### src/hdl/cdglc_pkg.sv
// ----------------------------------------------------------------------------
// cdglc_pkg: shared types and constants for the circuit depth checker
// Field widths, operation classes, verdict codes and register indexes.
// ----------------------------------------------------------------------------
package cdglc_pkg;

   localparam int OP_CLASS_W = 2;
   localparam int QUBIT_W    = 6;
   localparam int FIELD_W    = 16;
   localparam int LIMIT_W    = 17;
   localparam int VERDICT_W  = 2;
   localparam int CSR_IDX_W  = 2;

   localparam int QUBITS_DEFAULT     = 64;
   localparam int DEPTH_BITS_DEFAULT = 16;

   typedef enum logic [OP_CLASS_W-1:0] {
      OP_NONE = 2'd0,
      OP_ONE  = 2'd1,
      OP_TWO  = 2'd2
   } op_class_type;

   typedef enum logic [VERDICT_W-1:0] {
      VERDICT_PASS      = 2'd0,
      VERDICT_TWO_QUBIT = 2'd1,
      VERDICT_TOTAL     = 2'd2,
      VERDICT_DEPTH     = 2'd3
   } verdict_type;

   typedef enum logic [CSR_IDX_W-1:0] {
      CSR_DEPTH_LIMIT     = 2'd0,
      CSR_TWO_QUBIT_LIMIT = 2'd1,
      CSR_TOTAL_LIMIT     = 2'd2
   } csr_index_type;

endpackage

### src/hdl/cdglc_if.sv
// ----------------------------------------------------------------------------
// cdglc_if: gate request and result channels
// Valid/ready channels; a transaction moves when valid and ready are high.
// ----------------------------------------------------------------------------
interface cdglc_req_if import cdglc_pkg::*; ();
   logic                  valid;
   logic                  ready;
   logic [OP_CLASS_W-1:0] op_class;
   logic [QUBIT_W-1:0]    qubit_first;
   logic [QUBIT_W-1:0]    qubit_second;
   logic                  end_of_circuit;

   modport source (output valid, op_class, qubit_first, qubit_second, end_of_circuit,
                   input ready);
   modport sink   (input valid, op_class, qubit_first, qubit_second, end_of_circuit,
                   output ready);
endinterface

interface cdglc_rsp_if import cdglc_pkg::*; ();
   logic                 valid;
   logic                 ready;
   logic [FIELD_W-1:0]   op_depth;
   logic [FIELD_W-1:0]   peak_depth;
   logic [FIELD_W-1:0]   two_qubit_total;
   logic [FIELD_W-1:0]   gate_total;
   logic [VERDICT_W-1:0] verdict;
   logic                 verdict_valid;

   modport source (output valid, op_depth, peak_depth, two_qubit_total, gate_total,
                          verdict, verdict_valid,
                   input ready);
   modport sink   (input valid, op_depth, peak_depth, two_qubit_total, gate_total,
                         verdict, verdict_valid,
                   output ready);
endinterface

### src/hdl/circuit_depth_and_gate_limit_check_core.sv
// ----------------------------------------------------------------------------
// circuit_depth_and_gate_limit_check_core: ASAP depth and gate limit checker
// Per-qubit depth table, gate counters and end-of-circuit limit verdict.
// ----------------------------------------------------------------------------
// Takes one gate transaction per clock while the result side is not stalled
// and returns one result transaction per gate. The first stage reads both
// target depths from the depth table (two memory banks, one written per
// target, with a per-qubit bank select and valid bit); the second forms
// max(target depths)+1, writes it back and updates the counters. The item
// that ends a circuit carries the verdict and clears the table through the
// valid bits, so the next circuit may follow immediately. The user must write
// limit registers only while no transaction is in flight; nothing enforces it.
module circuit_depth_and_gate_limit_check_core
   import cdglc_pkg::*;
#(
   parameter int QUBITS     = QUBITS_DEFAULT,
   parameter int DEPTH_BITS = DEPTH_BITS_DEFAULT
) (
   input  logic                 clock,
   input  logic                 reset,
   cdglc_req_if.sink            req_ch,
   cdglc_rsp_if.source          rsp_ch,
   input  logic                 csr_we,
   input  logic [CSR_IDX_W-1:0] csr_index,
   input  logic [LIMIT_W-1:0]   csr_wdata
);

   localparam int AW = $clog2(QUBITS);

   // stage 1 (after table read)
   logic                  s1_vld_ff;
   logic [OP_CLASS_W-1:0] s1_class_ff;
   logic [QUBIT_W-1:0]    s1_qa_ff;
   logic [QUBIT_W-1:0]    s1_qb_ff;
   logic                  s1_eoc_ff;

   // depth table banks and read data (bank, read address)
   logic [DEPTH_BITS-1:0] mem_a [QUBITS];
   logic [DEPTH_BITS-1:0] mem_b [QUBITS];
   logic [DEPTH_BITS-1:0] rd_aa_ff, rd_ab_ff, rd_ba_ff, rd_bb_ff;
   logic [QUBITS-1:0]     valid_ff;
   logic [QUBITS-1:0]     lvt_ff;

   // last committed write
   logic                  fwd_vld_ff;
   logic                  fwd_wa_ff, fwd_wb_ff;
   logic [AW-1:0]         fwd_ia_ff, fwd_ib_ff;
   logic [DEPTH_BITS-1:0] fwd_val_ff;

   // circuit state
   logic [DEPTH_BITS-1:0] max_ff;
   logic [FIELD_W-1:0]    two_cnt_ff, tot_cnt_ff;
   logic [LIMIT_W-1:0]    lim_depth_ff, lim_two_ff, lim_tot_ff;

   // result register
   logic                  rsp_vld_ff;
   logic [FIELD_W-1:0]    out_gdep_ff, out_cdep_ff, out_two_ff, out_tot_ff;
   logic [VERDICT_W-1:0]  out_verdict_ff;
   logic                  out_vv_ff;

   logic                  s1_go, req_fire;
   logic                  is_gate, is_two, in_a, in_b, hit_a, hit_b;
   logic [AW-1:0]         idx_a, idx_b, ridx_a, ridx_b;
   logic [DEPTH_BITS-1:0] dep_a, dep_b, dsel, gdep, max_in;
   logic [FIELD_W-1:0]    two_in, tot_in;
   logic                  wr_a, wr_b;
   logic                  ex_two, ex_tot, ex_dep;
   verdict_type           verdict_in;

   always_comb begin
      s1_go        = s1_vld_ff && (!rsp_vld_ff || rsp_ch.ready);
      req_ch.ready = !s1_vld_ff || s1_go;
      req_fire     = req_ch.valid && req_ch.ready;
      ridx_a       = AW'(req_ch.qubit_first);
      ridx_b       = AW'(req_ch.qubit_second);

      is_gate = (s1_class_ff == OP_ONE) || (s1_class_ff == OP_TWO);
      is_two  = (s1_class_ff == OP_TWO);
      in_a    = 32'(s1_qa_ff) < QUBITS;
      in_b    = 32'(s1_qb_ff) < QUBITS;
      idx_a   = AW'(s1_qa_ff);
      idx_b   = AW'(s1_qb_ff);
      hit_a   = fwd_vld_ff && ((fwd_wa_ff && fwd_ia_ff == idx_a) ||
                               (fwd_wb_ff && fwd_ib_ff == idx_a));
      hit_b   = fwd_vld_ff && ((fwd_wa_ff && fwd_ia_ff == idx_b) ||
                               (fwd_wb_ff && fwd_ib_ff == idx_b));

      if (!in_a)                dep_a = '0;
      else if (hit_a)           dep_a = fwd_val_ff;
      else if (!valid_ff[idx_a]) dep_a = '0;
      else                      dep_a = lvt_ff[idx_a] ? rd_ba_ff : rd_aa_ff;

      if (!in_b)                dep_b = '0;
      else if (hit_b)           dep_b = fwd_val_ff;
      else if (!valid_ff[idx_b]) dep_b = '0;
      else                      dep_b = lvt_ff[idx_b] ? rd_bb_ff : rd_ab_ff;

      dsel = (is_two && dep_b > dep_a) ? dep_b : dep_a;
      if (!is_gate)          gdep = '0;
      else if (dsel == '1)   gdep = dsel;
      else                   gdep = dsel + 1'b1;

      wr_a = s1_go && is_gate && in_a;
      wr_b = s1_go && is_two && in_b;

      max_in = (is_gate && gdep > max_ff) ? gdep : max_ff;
      two_in = (is_two && two_cnt_ff != '1) ? two_cnt_ff + 1'b1 : two_cnt_ff;
      tot_in = (is_gate && tot_cnt_ff != '1) ? tot_cnt_ff + 1'b1 : tot_cnt_ff;

      // -1 disables; any other negative limit always fails
      ex_two = (lim_two_ff != '1) &&
               (lim_two_ff[LIMIT_W-1] || two_in > lim_two_ff[FIELD_W-1:0]);
      ex_tot = (lim_tot_ff != '1) &&
               (lim_tot_ff[LIMIT_W-1] || tot_in > lim_tot_ff[FIELD_W-1:0]);
      ex_dep = (lim_depth_ff != '1) &&
               (lim_depth_ff[LIMIT_W-1] || 33'(max_in) > 33'(lim_depth_ff[FIELD_W-1:0]));

      priority if (!s1_eoc_ff) verdict_in = VERDICT_PASS;
      else if (ex_two)         verdict_in = VERDICT_TWO_QUBIT;
      else if (ex_tot)         verdict_in = VERDICT_TOTAL;
      else if (ex_dep)         verdict_in = VERDICT_DEPTH;
      else                     verdict_in = VERDICT_PASS;
   end

   always_ff @(posedge clock) begin
      if (wr_a) begin
         mem_a[idx_a] <= gdep;
      end
      if (wr_b) begin
         mem_b[idx_b] <= gdep;
      end
      if (req_fire) begin
         rd_aa_ff <= mem_a[ridx_a];
         rd_ab_ff <= mem_a[ridx_b];
         rd_ba_ff <= mem_b[ridx_a];
         rd_bb_ff <= mem_b[ridx_b];
      end
   end

   always_ff @(posedge clock) begin
      if (req_fire) begin
         s1_class_ff <= req_ch.op_class;
         s1_qa_ff    <= req_ch.qubit_first;
         s1_qb_ff    <= req_ch.qubit_second;
         s1_eoc_ff   <= req_ch.end_of_circuit;
      end
      if (s1_go) begin
         out_gdep_ff    <= FIELD_W'(gdep);
         out_cdep_ff    <= FIELD_W'(max_in);
         out_two_ff     <= two_in;
         out_tot_ff     <= tot_in;
         out_verdict_ff <= verdict_in;
         out_vv_ff      <= s1_eoc_ff;
         if (is_gate) begin
            fwd_wa_ff  <= in_a;
            fwd_wb_ff  <= is_two && in_b;
            fwd_ia_ff  <= idx_a;
            fwd_ib_ff  <= idx_b;
            fwd_val_ff <= gdep;
         end
         if (wr_a && !(wr_b && idx_b == idx_a)) begin
            lvt_ff[idx_a] <= 1'b0;
         end
         if (wr_b) begin
            lvt_ff[idx_b] <= 1'b1;
         end
      end
   end

   always_ff @(posedge clock) begin
      if (reset) begin
         s1_vld_ff    <= 1'b0;
         rsp_vld_ff   <= 1'b0;
         fwd_vld_ff   <= 1'b0;
         valid_ff     <= '0;
         max_ff       <= '0;
         two_cnt_ff   <= '0;
         tot_cnt_ff   <= '0;
         lim_depth_ff <= '1;
         lim_two_ff   <= '1;
         lim_tot_ff   <= '1;
      end else begin
         if (req_fire) begin
            s1_vld_ff <= 1'b1;
         end else if (s1_go) begin
            s1_vld_ff <= 1'b0;
         end

         if (s1_go) begin
            rsp_vld_ff <= 1'b1;
         end else if (rsp_ch.ready) begin
            rsp_vld_ff <= 1'b0;
         end

         if (s1_go) begin
            if (s1_eoc_ff) begin
               fwd_vld_ff <= 1'b0;
               valid_ff   <= '0;
               max_ff     <= '0;
               two_cnt_ff <= '0;
               tot_cnt_ff <= '0;
            end else begin
               if (is_gate) begin
                  fwd_vld_ff <= 1'b1;
               end
               if (wr_a) begin
                  valid_ff[idx_a] <= 1'b1;
               end
               if (wr_b && !(wr_a && idx_a == idx_b)) begin
                  valid_ff[idx_b] <= 1'b1;
               end
               max_ff     <= max_in;
               two_cnt_ff <= two_in;
               tot_cnt_ff <= tot_in;
            end
         end

         if (csr_we) begin
            unique case (csr_index)
               CSR_DEPTH_LIMIT:     lim_depth_ff <= csr_wdata;
               CSR_TWO_QUBIT_LIMIT: lim_two_ff   <= csr_wdata;
               CSR_TOTAL_LIMIT:     lim_tot_ff   <= csr_wdata;
               default: ;
            endcase
         end
      end
   end

   assign rsp_ch.valid           = rsp_vld_ff;
   assign rsp_ch.op_depth        = out_gdep_ff;
   assign rsp_ch.peak_depth      = out_cdep_ff;
   assign rsp_ch.two_qubit_total = out_two_ff;
   assign rsp_ch.gate_total      = out_tot_ff;
   assign rsp_ch.verdict         = out_verdict_ff;
   assign rsp_ch.verdict_valid   = out_vv_ff;

endmodule

### src/flat_wrapper.sv
// flat-port wrapper written by rule: the top's interface ports become plain ports
module circuit_depth_and_gate_limit_check_core_flat import cdglc_pkg::*;
#(
   parameter int QUBITS     = QUBITS_DEFAULT,
   parameter int DEPTH_BITS = DEPTH_BITS_DEFAULT
)
  (clock, reset, csr_we, csr_index, csr_wdata, req_ch_valid, req_ch_op_class, req_ch_qubit_first, req_ch_qubit_second, req_ch_end_of_circuit, req_ch_ready, rsp_ch_valid, rsp_ch_op_depth, rsp_ch_peak_depth, rsp_ch_two_qubit_total, rsp_ch_gate_total, rsp_ch_verdict, rsp_ch_verdict_valid, rsp_ch_ready);
  cdglc_req_if req_ch_i ();
  cdglc_rsp_if rsp_ch_i ();
  input  logic clock;
  input  logic reset;
  input  logic csr_we;
  input  logic [CSR_IDX_W-1:0] csr_index;
  input  logic [LIMIT_W-1:0] csr_wdata;
  input wire logic [$bits(req_ch_i.valid)-1:0] req_ch_valid;
  input wire logic [$bits(req_ch_i.op_class)-1:0] req_ch_op_class;
  input wire logic [$bits(req_ch_i.qubit_first)-1:0] req_ch_qubit_first;
  input wire logic [$bits(req_ch_i.qubit_second)-1:0] req_ch_qubit_second;
  input wire logic [$bits(req_ch_i.end_of_circuit)-1:0] req_ch_end_of_circuit;
  output wire logic [$bits(req_ch_i.ready)-1:0] req_ch_ready;
  output wire logic [$bits(rsp_ch_i.valid)-1:0] rsp_ch_valid;
  output wire logic [$bits(rsp_ch_i.op_depth)-1:0] rsp_ch_op_depth;
  output wire logic [$bits(rsp_ch_i.peak_depth)-1:0] rsp_ch_peak_depth;
  output wire logic [$bits(rsp_ch_i.two_qubit_total)-1:0] rsp_ch_two_qubit_total;
  output wire logic [$bits(rsp_ch_i.gate_total)-1:0] rsp_ch_gate_total;
  output wire logic [$bits(rsp_ch_i.verdict)-1:0] rsp_ch_verdict;
  output wire logic [$bits(rsp_ch_i.verdict_valid)-1:0] rsp_ch_verdict_valid;
  input wire logic [$bits(rsp_ch_i.ready)-1:0] rsp_ch_ready;
  assign req_ch_i.valid = req_ch_valid;
  assign req_ch_i.op_class = req_ch_op_class;
  assign req_ch_i.qubit_first = req_ch_qubit_first;
  assign req_ch_i.qubit_second = req_ch_qubit_second;
  assign req_ch_i.end_of_circuit = req_ch_end_of_circuit;
  assign req_ch_ready = req_ch_i.ready;
  assign rsp_ch_valid = rsp_ch_i.valid;
  assign rsp_ch_op_depth = rsp_ch_i.op_depth;
  assign rsp_ch_peak_depth = rsp_ch_i.peak_depth;
  assign rsp_ch_two_qubit_total = rsp_ch_i.two_qubit_total;
  assign rsp_ch_gate_total = rsp_ch_i.gate_total;
  assign rsp_ch_verdict = rsp_ch_i.verdict;
  assign rsp_ch_verdict_valid = rsp_ch_i.verdict_valid;
  assign rsp_ch_i.ready = rsp_ch_ready;
  circuit_depth_and_gate_limit_check_core #(.QUBITS(QUBITS), .DEPTH_BITS(DEPTH_BITS)) u_core (.clock(clock), .reset(reset), .req_ch(req_ch_i), .rsp_ch(rsp_ch_i), .csr_we(csr_we), .csr_index(csr_index), .csr_wdata(csr_wdata));
endmodule
### config.mk
export PLATFORM = sky130hd
export DESIGN_NAME = circuit_depth_and_gate_limit_check_core_flat
export DESIGN_NICKNAME = d
export VERILOG_FILES = /design/src/hdl/cdglc_pkg.sv /design/src/hdl/cdglc_if.sv /design/src/hdl/circuit_depth_and_gate_limit_check_core.sv /design/src/flat_wrapper.sv
export SDC_FILE = /design/constraint.sdc
export NUM_CORES = 2
export LEC_CHECK = 0
export BUFFER_PORTS_ARGS = -buffer_cell sky130_fd_sc_hd__buf_4
export CORE_UTILIZATION = 47
export CTS_CLUSTER_SIZE = 16
export DETAILED_ROUTE_END_ITERATION = 8
export SLEW_MARGIN = 20
export SYNTH_ARGS = -nofsm -noshare
export SYNTH_HDL_FRONTEND = slang
export SYNTH_SLANG_ARGS = --single-unit
### constraint.sdc
create_clock -name clock -period 36.5 [get_ports clock]
set_input_delay 3.65 -clock clock [delete_from_list [all_inputs] [get_ports clock]]
set_output_delay 3.65 -clock clock [all_outputs]
set_load 0.01 [all_outputs]
==> flow_metrics.py <==
metrics = {
    "clock_network": {
        "clkLatencyLatePin_ns": 0.98,
        "cts_tree": "done",
        "root_buffer": "clkbuf_16",
        "clock_path_buffers": 4,
        "cts_made_buffers": 284,
        "hold_buffers": 0,
        "postCtsSetupRepairBufs": 0,
        "cts_sinks": 2453,
        "post_cts_resized": 0,
        "h-tree-depth": 5,
        "path_clk_slew_ns": 0.06,
    },
    "place": {
        "port_buffers": 107,
        "dp_hpwl_mm": 225,
        "dp.cells": 9132,
        "gp_congestion": 0.947,
    },
    "routing": {
        "dr.pass1.iters": 7,
        "vias": 66305,
        "wl_per_cell_microns": 38.6,
        "routed_wl_mm": 371,
        "dr.first_iter.drc_count": 8730,
        "ant_nets": 0,
        "drcViolationCount": 0,
        "viasPerCell": 6.89,
    },
    "worst_setup_path": {
        "cp_slowest_cell": "nor2_1",
        "critPathMaxStageDelay_ns": 0.73,
        "cp_top_family": "compound AO/OA/AOI/OAI gates",
        "worstReg2RegStart": "u_core.idx_a[0]",
        "rrSetupSlack_ns": 22.66,
        "endpoint_kind": "register",
        "startpoint_type": "register",
        "critical_path_depth": 55,
        "crit_fanout": 66,
        "crit_type": "register to register",
        "critPathBufInv": 4,
        "crit_arrival_ns": 14.55,
        "rr_endpoint": "u_core.rsp_ch.verdict[0]",
        "worstPathRequired_ns": 37.21,
        "reg2regPathDepth": 55,
    },
    "power": {
        "combPwrFrac_pct": 10.6,
        "intPower_uw": 5010,
        "peakVddDrop_uv": 35.9,
        "pwr-share-clk_pct": 40.7,
        "p_leak_uw": 0.0421,
        "switching_power_uw": 1600,
        "swShare_pct": 24.2,
        "power_density_mw_per_mm2": 51.0,
        "pwr-share-seq_pct": 48.7,
    },
    "yosys": {
        "synth_cell_types": 92,
        "ys_dominant_reg_cell": "edfxtp_1",
        "yosys_warnings": 0,
        "synth_top_family_by_area": "multiplexers",
        "yosys.area_share.xor_xnor_pct": 0.600,
        "async_flop_share_pct": 0,
        "synth_compound_area_share_pct": 3.48,
        "synth_edf_count": 2287,
        "synthMuxAreaShare_pct": 27.3,
        "synthCells": 6016,
        "syn_area_sq_mm": 0.115,
        "syn_area_per_cell_sq_um": 19.2,
        "ys_seq_area_share_pct": 62.4,
        "synth_fa_ha_area_share_pct": 0.900,
        "synth-simple-area-share_pct": 3.54,
        "ys_seq_elements": 2453,
        "syn-num-nets": 6138,
    },
    "timing": {
        "fin_tns_setup_ns": 0,
        "hold_slack_ns": 0.489,
        "rsz0062_at_grt": "no",
        "skew_ns": 0.0702,
        "fmax_mhz": 72.3,
        "fin_crit_ns": 13.84,
        "finalHoldViolCount": 0,
        "timing.final.crit_share_pct": 37.9,
        "relSlewSlack_pct": 26.8,
        "final-max-slew-violation-count": 0,
        "setup_viol": 0,
        "tightest_slew_ns": 1.10,
    },
    "outcome": {
        "status": "complete, no violations",
    },
    "floorplan": {
        "die_x_microns": 497,
        "die-area_sq_mm": 0.247,
        "initial_utilization_pct": 47.4,
        "core_area_sq_mm": 0.244,
        "row_count": 181,
        "die_h_microns": 497,
        "ios": 108,
    },
    "hold_path": {
        "worst_hold_path.endpoint": "u_core.lim_tot_ff[13]",
        "hp-class": "register to register",
        "min_delay_path_depth": 2,
        "hp-start": "u_core.lim_tot_ff[13]",
    },
    "layout": {
        "final_layout_size_suffix_gt1_share_pct": 35.7,
        "final_cells": 9619,
        "fin_nets": 6338,
        "syn_to_final_growth_pct": 12.3,
    },
    "grt": {
        "track_usage_pct": 30.0,
        "overflow": 0,
        "antenna_found_initial": 26,
        "grt_pass1_wl_mm": 518,
        "grt_max_degree": 133,
        "grt_pass1_vias": 65962,
    },
    "job": {
        "drv_cap": 0,
    },
}
## final cells by class
| type | instances | area, sq um |
|---|---|---|
| Inverter | 105 | 399 |
| Antenna cell | 10 | 25.0 |
| Tap cell | 3202 | 4010 |
| Clock inverter | 108 | 952 |
| Clock buffer | 369 | 7630 |
| Sequential cell | 2453 | 72000 |
| Timing Repair Buffer | 345 | 2780 |
| Fill cell | 19003 | 114000 |
| Multi-Input combinational cell | 3027 | 41800 |
## metal layers
layer | global-route usage [%] | wire, microns | share of wire, % | vias up
li1 | - | - | - | 26077
met1 | 41.8 | 146000 | 39 | 36029
met2 | 47.2 | 177000 | 48 | 3571
met3 | 6.41 | 34900 | 9.4 | 622
met4 | 10.3 | 13400 | 3.6 | 6
met5 | 0.0386 | 41 | 0.011 | -
## registers in the layout, indices dropped and copies added, names as in the netlist, 17 cells and up
name / flops
u_core.mem_b: 1024
u_core.lvt_ff: 64
u_core.lim_two_ff: 17
u_core.lim_depth_ff: 17
u_core.valid_ff: 64
u_core.mem_a: 1024
u_core.lim_tot_ff: 17
## cells in the mapped netlist (9+ instances only)
| cell type | instances | area, sq um |
|---|---|---|
| or3_1 | 21 | 131 |
| inv_1 | 105 | 394 |
| a22oi_1 | 53 | 398 |
| nand3_1 | 36 | 180 |
| nor3_1 | 31 | 155 |
| a221o_1 | 11 | 110 |
| buf_2 | 28 | 140 |
| nor2b_1 | 35 | 219 |
| mux2_2 | 63 | 709 |
| a221oi_1 | 15 | 131 |
| a211o_1 | 37 | 324 |
| o21a_1 | 9 | 67.6 |
| buf_1 | 114 | 428 |
| dfxtp_1 | 166 | 3320 |
| nor4_1 | 10 | 62.6 |
| a211oi_1 | 73 | 548 |
| edfxtp_1 | 2287 | 68700 |
| a21oi_1 | 65 | 325 |
| ha_1 | 83 | 1040 |
| xor2_1 | 17 | 149 |
| nand2b_1 | 19 | 119 |
| or2_2 | 9 | 56.3 |
| o21ai_0 | 68 | 340 |
| clkbuf_1 | 277 | 1040 |
| mux4_2 | 1335 | 30100 |
| mux2i_1 | 64 | 641 |
| and2_1 | 11 | 68.8 |
| and3_1 | 14 | 87.6 |
| a22o_1 | 25 | 219 |
| a2111oi_0 | 15 | 131 |
| nand4_1 | 47 | 294 |
| nand3b_1 | 30 | 225 |
| o22ai_1 | 21 | 131 |
| a21o_1 | 82 | 616 |
| nor2_1 | 307 | 1150 |
| nand2_1 | 234 | 878 |
| xnor2_1 | 62 | 543 |
## worst max-delay path by stage
stage                          startpoint                  endpoint  slack [ns]
after floorplan           u_core.idx_b[1]  u_core.rsp_ch.verdict[0]       22.27
after global placement    u_core.idx_a[0]  u_core.rsp_ch.verdict[0]       22.41
after detailed placement  u_core.idx_a[0]  u_core.rsp_ch.verdict[0]       22.50
after CTS                 u_core.idx_a[0]  u_core.rsp_ch.verdict[0]       22.47
after global routing      u_core.idx_a[0]  u_core.rsp_ch.verdict[0]       21.56
final                     u_core.idx_a[0]  u_core.rsp_ch.verdict[0]       22.66
## stage by stage
| step | worst slack [ns] | cell area (sq um) | utilization, % | total power [uW] |
|---|---|---|---|---|
| 3_5_place_dp | 22.50 | 121000 | 49.6 | 3980 |
| 6_report | 22.66 | 130000 | 53.2 | 6610 |
| 2_1_floorplan | 22.27 | 115000 | - | 3690 |
| 3_3_place_gp | 22.41 | 121000 | 49.6 | 3970 |
| 5_1_grt | 21.56 | 130000 | 53.2 | 6790 |
| 4_1_cts | 22.47 | 130000 | 53.2 | 6650 |
## cell usage in the layout (no fill, tap or decap), drive strengths merged, types with 25 or more instances in the layout
cell,instances
nand3,36
a22oi,54
ha,83
mux4,1335
edfxtp,2287
a21oi,65
nor2,308
mux2i,64
nor3,32
inv,109
xnor2,62
nand2,234
nand4,48
clkinv,83
buf,343
mux2,65
clkbuf,371
o21ai,71
dfxtp,166
a211oi,73
nor2b,36
nand3b,30
a22o,25
a211o,37
a21o,82
## worst reg2reg max path: cells and delay by family (launching register included)
family,cells,cell delay [ns]
compound gates,34,6.61
simple gates,11,3.31
buf+inv,4,1.42
fa+ha+maj,4,1.21
mux,1,0.43
flops,1,0.32
xor+xnor,1,0.26
## power by group through the flow
stage               clock network (uW)  logic [uW]  registers, uW
floorplan                            0         416           3280
global placement                     0         693           3270
detailed placement                   0         701           3270
CTS                               2730         702           3220
global route                      2830         741           3220
finish                            2690         701           3220
## cells by family (layout without fill, tap and decap cells)
family,count (synthesis),count (layout)
flops,2453,2453
other cells,0,10
compound gates,549,549
mux,1464,1464
buf+inv,536,927
simple gates,852,852
fa+ha+maj,83,83
xor+xnor,79,79
Note: power is estimated with default switching activity, not from simulation.
